`src/hdl/hcbp_pkg.sv`:
```
// ----------------------------------------------------------------------------
// hcbp_pkg
// Shared types and codes for the Huffman code bit packer.
// ----------------------------------------------------------------------------
`default_nettype none

package hcbp_pkg;

  typedef enum logic [1:0] {
    MODE_ENCODE = 2'd0,
    MODE_LOAD   = 2'd1,
    MODE_FLUSH  = 2'd2
  } mode_e;

  // Input word: one encode, load or flush request.
  typedef struct packed {
    logic [1:0]  mode;
    logic [7:0]  symbol;
    logic [31:0] code_bits;
    logic [5:0]  code_length;
  } in_t;

  // Output word: one packed word.
  typedef struct packed {
    logic [31:0] packed_word;
    logic [5:0]  bits_valid;
    logic        is_final;
  } out_t;

  // Control of the pack stage, which waits on the code table read.
  typedef struct packed {
    logic       valid;
    logic [1:0] mode;
    logic       sym_ok;
  } stage_t;

endpackage

`default_nettype wire

```
`src/hdl/hcbp_pack.sv`:
```
// ----------------------------------------------------------------------------
// hcbp_pack
// Pack stage: merges the looked-up code into the accumulating word, spills
// into the next word on overflow and holds the result in an output register.
// ----------------------------------------------------------------------------
`default_nettype none

module hcbp_pack #(
  parameter int WORD_BITS = 32
) (
  input  logic                                      clk_i,
  input  logic                                      rst_ni,
  input  hcbp_pkg::stage_t                          stage_i,
  input  logic [WORD_BITS+$clog2(WORD_BITS+1)-1:0]  entry_i,
  output logic                                      take_o,
  output logic                                      out_valid_o,
  input  logic                                      out_ready_i,
  output hcbp_pkg::out_t                            out_data_o
);
  import hcbp_pkg::*;

  localparam int LenW = $clog2(WORD_BITS + 1);
  localparam int OffW = $clog2(WORD_BITS);
  localparam int SumW = LenW + 1;

  logic [WORD_BITS-1:0] acc_q, acc_d;
  logic [OffW-1:0]      off_q, off_d;
  logic                 out_valid_q, out_valid_d;
  out_t                 out_q;

  logic [WORD_BITS-1:0] code;
  logic [LenW-1:0]      len;
  logic [SumW-1:0]      sum;
  logic [WORD_BITS-1:0] merged;
  logic [LenW-1:0]      spill_shift;
  logic                 emit;
  logic [WORD_BITS-1:0] emit_word;
  logic [5:0]           emit_bits;
  logic                 emit_final;

  assign code        = entry_i[WORD_BITS+LenW-1:LenW];
  assign len         = entry_i[LenW-1:0];
  assign sum         = SumW'(off_q) + SumW'(len);
  assign merged      = acc_q | (code >> off_q);
  assign spill_shift = LenW'(WORD_BITS) - LenW'(off_q);

  // Advance whenever the output register is free or being emptied.
  assign take_o = stage_i.valid && (!out_valid_q || out_ready_i);

  always_comb begin
    acc_d      = acc_q;
    off_d      = off_q;
    emit       = 1'b0;
    emit_word  = merged;
    emit_bits  = 6'(WORD_BITS);
    emit_final = 1'b0;
    if (take_o) begin
      case (stage_i.mode)
        MODE_ENCODE: begin
          if (stage_i.sym_ok) begin
            if (sum < SumW'(WORD_BITS)) begin
              acc_d = merged;
              off_d = OffW'(sum);
            end else begin
              emit  = 1'b1;
              // carry the bits that did not fit into the next word
              acc_d = (off_q == '0) ? '0 : (code << spill_shift);
              off_d = OffW'(sum - SumW'(WORD_BITS));
            end
          end
        end
        MODE_FLUSH: begin
          acc_d      = '0;
          off_d      = '0;
          emit       = (off_q != '0);
          emit_word  = acc_q;
          emit_bits  = 6'(off_q);
          emit_final = 1'b1;
        end
        default: begin
        end
      endcase
    end
  end

  assign out_valid_d = take_o ? emit : (out_valid_q && !out_ready_i);

  always_ff @(posedge clk_i or negedge rst_ni) begin
    if (!rst_ni) begin
      acc_q       <= '0;
      off_q       <= '0;
      out_valid_q <= 1'b0;
    end else begin
      acc_q       <= acc_d;
      off_q       <= off_d;
      out_valid_q <= out_valid_d;
    end
  end

  always_ff @(posedge clk_i) begin
    if (take_o && emit) begin
      out_q.packed_word <= 32'(emit_word);
      out_q.bits_valid  <= emit_bits;
      out_q.is_final    <= emit_final;
    end
  end

  assign out_valid_o = out_valid_q;
  assign out_data_o  = out_q;

endmodule

`default_nettype wire

```
`config.mk`:
```
export PLATFORM = sky130hd
export DESIGN_NAME = hcbp_pack
export DESIGN_NICKNAME = d
export VERILOG_FILES = /design/src/hdl/hcbp_pkg.sv /design/src/hdl/hcbp_pack.sv
export SDC_FILE = /design/constraint.sdc
export NUM_CORES = 1
export LEC_CHECK = 0
export ABC_AREA = 1
export BUFFER_PORTS_ARGS = -buffer_cell sky130_fd_sc_hd__buf_4
export CAP_MARGIN = 10
export CORE_ASPECT_RATIO = 0.6
export CORE_MARGIN = 2
export CORE_UTILIZATION = 35
export DETAILED_ROUTE_END_ITERATION = 7
export PLACE_DENSITY = 0.53
export SLEW_MARGIN = 5
export SYNTH_ARGS = -nofsm -noshare
export SYNTH_HDL_FRONTEND = slang
export SYNTH_SLANG_ARGS = --single-unit
```
`constraint.sdc`:
```
create_clock -name clk_i -period 3.35 [get_ports clk_i]
set_clock_uncertainty 0.2 [all_clocks]
set_input_delay 0.67 -clock clk_i [delete_from_list [all_inputs] [get_ports clk_i]]
set_output_delay 0.67 -clock clk_i [all_outputs]
set_load 0.01 [all_outputs]
```
* After elaboration in Yosys (flattened, before gate mapping) *
Cells that the tools add are included.

word-level totals
  register bits = 77
  input port bits = 45
  output and inout port bits = 41

operators by class
  add/subtract/negate cells = 3
  magnitude comparators = 1
  equal/unequal tests = 2
  shift-type cells = 2
  mux-type cells = 16
  bitwise gates (word level) = 1
  reduce and logical (&&, ||, !) cells = 12

operator list
  kind                                                        number
  2-to-1 mux 32 bit                                           5
  one-hot mux 32 bit (2 select lines)                         1
  bitwise OR 32 bit                                           1
  left shift 32 x 6 -> 32 bit                                 1
  >> shifter 32 x 5 -> 32 bit                                 1
  2-to-1 mux 5 bit                                            2
  one-hot mux 5 bit (2 select lines)                          1
  adder 5 x 6 -> 7 bit                                        1
  less-than comparator 7 x 6 -> 1 bit, second input constant  1
  2-to-1 mux 6 bit                                            1
  subtractor 6 x 5 -> 6 bit, first input constant             1
  zero test 5 bit                                             1
  2-to-1 mux 1 bit                                            5
  nonzero test 5 bit                                          1
  subtractor 5 x 1 -> 5 bit, second input constant            1
  logical AND 1 bit                                           3
  AND reduction 3 bit                                         1
  equality test 2 bit, second input constant                  1
  zero test 1 bit                                             2
  zero test 2 bit                                             1
  inequality test 2 bit, second input constant                1
  one-hot mux 1 bit (2 select lines)                          1
  AND reduction 2 bit                                         1
  nonzero test 2 bit                                          1
  logical OR 1 bit                                            1

* Depth between registers and ports, before layout *
  depth in word-level cells = 7
  gate-level depth with buffers = 17
  gate-level depth less buffers = 14

* Worst setup path after synthesis *
Ideal clock, no wire load.

  path type = in2reg
  start point = input entry_i[2]
  end point = register out_q, in the netlist out_data_o[0] (enable)
  library setup time = 0.394 ns
  data arrival time = 2.540 ns
  setup slack = 0.216 ns
  cell stages on the path = 12
  path buffers = 0
  cell sequence = ha_1 nand2_1 nand2_1 nand2_1 nand3_1 nand2_1 nand2_2 nand2_4 nand2_1 o21ai_0 nand2_1 inv_1

on the way
  longest elaborated chain between the ends = 7

RTL lines
  item                                 line              source
  from (decl)                          hcbp_pack.sv:14   input logic [WORD_BITS+$clog2(WORD_BITS+1)-1:0] entry_i,
  adder 5 x 6 -> 7 bit                 hcbp_pack.sv:43   assign sum = SumW'(off_q) + SumW'(len);
  less-than comparator 7 x 6 -> 1 bit  hcbp_pack.sv:61   if (sum < SumW'(WORD_BITS)) begin
  2-to-1 mux 1 bit                     hcbp_pack.sv:61
  2-to-1 mux 1 bit                     hcbp_pack.sv:60   if (stage_i.sym_ok) begin
  one-hot mux 1 bit (2 select lines)   hcbp_pack.sv:58   case (stage_i.mode)
  2-to-1 mux 1 bit                     hcbp_pack.sv:57   if (take_o) begin
  logical AND 1 bit                    hcbp_pack.sv:101  if (take_o && emit) begin
  to (decl)                            hcbp_pack.sv:29   out_t out_q;

No other way between the ends.
A chain may end at the register's enable or synchronous reset.

* Worst setup path in the final report *
  start point = register off_q[1]
  end point = register acc_q[10]

on the way
  longest elaborated chain between the ends = 6

RTL lines
  item                                   line             source
  from (decl)                            hcbp_pack.sv:27  logic [OffW-1:0] off_q, off_d;
  from (signal assigned)                 hcbp_pack.sv:91  off_q <= '0;
  from (signal assigned)                 hcbp_pack.sv:95  off_q <= off_d;
  subtractor 6 x 5 -> 6 bit              hcbp_pack.sv:45  assign spill_shift = LenW'(WORD_BITS) - LenW'(off_q);
  left shift 32 x 6 -> 32 bit            hcbp_pack.sv:67  acc_d = (off_q == '0) ? '0 : (code << spill_shift);
  2-to-1 mux 32 bit                      hcbp_pack.sv:67
  2-to-1 mux 32 bit *                    hcbp_pack.sv:61
  2-to-1 mux 32 bit *                    hcbp_pack.sv:60
  one-hot mux 32 bit (2 select lines) *  hcbp_pack.sv:58
  to (signal assigned)                   hcbp_pack.sv:90  acc_q <= '0;
  to (signal assigned)                   hcbp_pack.sv:94  acc_q <= acc_d;
  to (decl)                              hcbp_pack.sv:26  logic [WORD_BITS-1:0] acc_q, acc_d;

Every way passes the cells marked *; elsewhere a longest branch is shown, timed or not. The select of a mux whose other input is x is not followed.

==> run metrics <==
status=complete, no violations; H-Tree Depth=3; CTS Hold Buffers Added=0; layout cells sized above 1=13.46%; minimum clock period=2.687 ns; Post-Place Cells=1307; final setup vio count=0; count leader, synth=nand3_1; reg-to-reg endpoint=acc_q[10]$_DFFE_PN0P_; Layout area overhead=15.03%; synth unique cells=34; final hold vios=0; ANT cells=0; Final nets=1125; CTS tree=built; Port Buffers=85; clock latency on the worst-skew pair=about 0.34 ns; hold slack=0.1008 ns; sequential fraction of the synthesis area=a little under a third; max-cap viol count=0; total CTS buffers=9; vias in the first global route=7118; Tcrit/Tclk final=80.20%; Synth Flop Type=edfxtp_1; Reg-to-Reg Start=off_q[1]$_DFFE_PN0P_; R2R depth=11; DIE AREA=between 20000 and 25000 um^2; asr flop ratio synth=between 40% and 50%; PostCTS Resize Cnt=0; crit path capture type=register; IO Count=86; maximum VDD drop=0.6474 mV; Reg2Reg Setup Slack=0.66 ns; Fin Setup TNS=0 ns; Finished Layout Cells=1323; pwr dens=1021 nW/um^2; Worst Setup Path Type=register to register; final core utilization=between 40 and 50%; worst hold path type=input port to asynchronous set/reset pin; Synth top area share=33.42%; Starting DRT DRC Count=~1.0k; DRT Pass-1 Iters=5; CP Data Arrival Time=2.76 ns; Max Buffers Root-to-Sink=2; via count=between 7k and 8k; Max Freq=around 0.37 GHz; pin count of the biggest net entering global routing=40; total gr overflow=0; Die W=182.7 um; Post-synth EDFFs=39; Worst setup SP type=register; Mapped Nets=1075; routability cong.=approximately 0.88; synth top area cells=nand3_1 33%, edfxtp_1 17%, dfrtp_1 14%; antenna violations before repair=2; Setup crit end=acc_q[10]$_DFFE_PN0P_; Die Ht=111.2 um; leading area contributor after synthesis=nand3_1; Post-Route WL=26000 um; Mean Syn Cell Area=approximately 6.6 um^2; Pins Over Slew Limit=0; Starting Density=35.53%; Post-synth top cells=448 x nand3_1, 225 x nand2_1, 55 x inv_1, 39 x edfxtp_1, 38 x dfrtp_1; post-CTS setup buffers=0; Cells after Synth=1022; # DRC=0; via/cell ratio=5.790; core box area=18880 um^2; Root Buffer=clkbuf_16; unrepaired setup endpoints after global routing=false; crit path launch=off_q[1]$_DFFE_PN0P_; fillcell total=just over 2k; Rows=39; post-route antenna net violation count=0; leakage=3.567 nW; worst slew pin tran=0.6217 ns; global-route wire length before repair=slightly above 40000 um; gr usage total=26.24%; overall power=7.880 mW; YS warnings=0; Routed wire per std cell=slightly below 20 um; Sink Count=77; CP Max Fanout=31; flops & latches, synth=77; placed wire-length estimate=19570 um; clock slew at reported path FFs=0.07 ns; Cell Area, Synth=6709 um^2; relative slew slack=58.12%; CP required=3.43 ns
[worst min-delay path by stage]
stage / depth (start not counted) / to / startpoint
4_1_cts: 1 / acc_q[8]$_DFFE_PN0P_ / rst_ni
6_report: 1 / acc_q[8]$_DFFE_PN0P_ / rst_ni
3_3_place_gp: 2 / acc_q[19]$_DFFE_PN0P_ / acc_q[19]$_DFFE_PN0P_
2_1_floorplan: 0 / acc_q[0]$_DFFE_PN0P_ / rst_ni
3_5_place_dp: 2 / acc_q[23]$_DFFE_PN0P_ / acc_q[23]$_DFFE_PN0P_
5_1_grt: 1 / acc_q[8]$_DFFE_PN0P_ / rst_ni
[registers in the layout, summed over array words and instances (netlist names)]
signal,count
out_valid_o,1
off_q,5
out_data_o,39
acc_q,32
[placed cells by master, fill, tap and decap left out, types with 2 or more instances in the layout]
cell type,instances
nand3_1,448
nand2_1,225
buf_4,107
inv_1,55
edfxtp_1,39
dfrtp_1,38
nor2_1,33
a21oi_1,25
o21ai_0,23
nand4_1,16
clkbuf_16,10
a31oi_1,9
ha_1,7
nand2_2,6
inv_4,3
inv_2,3
clkinv_4,3
nor2_2,2
inv_6,2
o31ai_1,2
clkinv_1,2
o21ai_1,2
nand2_4,2
nor3b_1,2
nor2_4,2
o211ai_1,2
[worst max-delay path: stages, from the launching register on]
cell and delay [ns]:
dfrtp_1 0.45, inv_4 0.27, ha_1 0.24, nand2_2 0.07
nor2_1 0.13, ha_1 0.30, nor2_4 0.11, buf_4 0.32
nand3_1 0.13, a21oi_1 0.25, nand2_1 0.08, nand2_1 0.06
[where the power goes]
group / leakage [nW] / internal [mW] / total (mW) / switching (mW)
logic: 2.55 / 1.61 / 5.48 / 3.87
clock network: 0.151 / 0.573 / 0.986 / 0.413
registers: 0.868 / 1.30 / 1.41 / 0.116
total: 3.57 / 3.48 / 7.88 / 4.40
[final cells by class]
class	count	area [um^2]	area share, %
clock buffer	11	264.0	3.421
multi-input combinational	813	3928	50.89
sequential	77	2122	27.50
clock inverter	5	40.04	0.5188
inverter	64	252.7	3.275
timing repair buffer	107	803.3	10.41
tap	246	307.8	3.988
[metal layers]
metal	share of wire [%]	wire length [um]	global-route usage, %
met1	48	12410	39.43
met2	41	10690	37.44
met3	9.1	2377	6.307
met4	2.0	519	6.129
met5	0	0	0
[metrics by stage]
step	cell area (um^2)	setup WS [ns]
after floorplan	6709	0.2164
after global placement	7413	0.3763
after detailed placement	7413	0.3366
after CTS	7717	0.6407
after global routing	7717	0.3368
final	7717	0.6634
[logic make-up after synthesis]
| group | count (synthesis) | synth area share, % |
|---|---|---|
| AOI/OAI and AO/OA | 67 | 5.427 |
| adders and majority gates | 8 | 1.604 |
| buffers and inverters | 132 | 9.885 |
| DFF | 77 | 31.63 |
| and+or+nand+nor | 738 | 51.45 |
No activity file was read; power rests on OpenSTA's default activity.
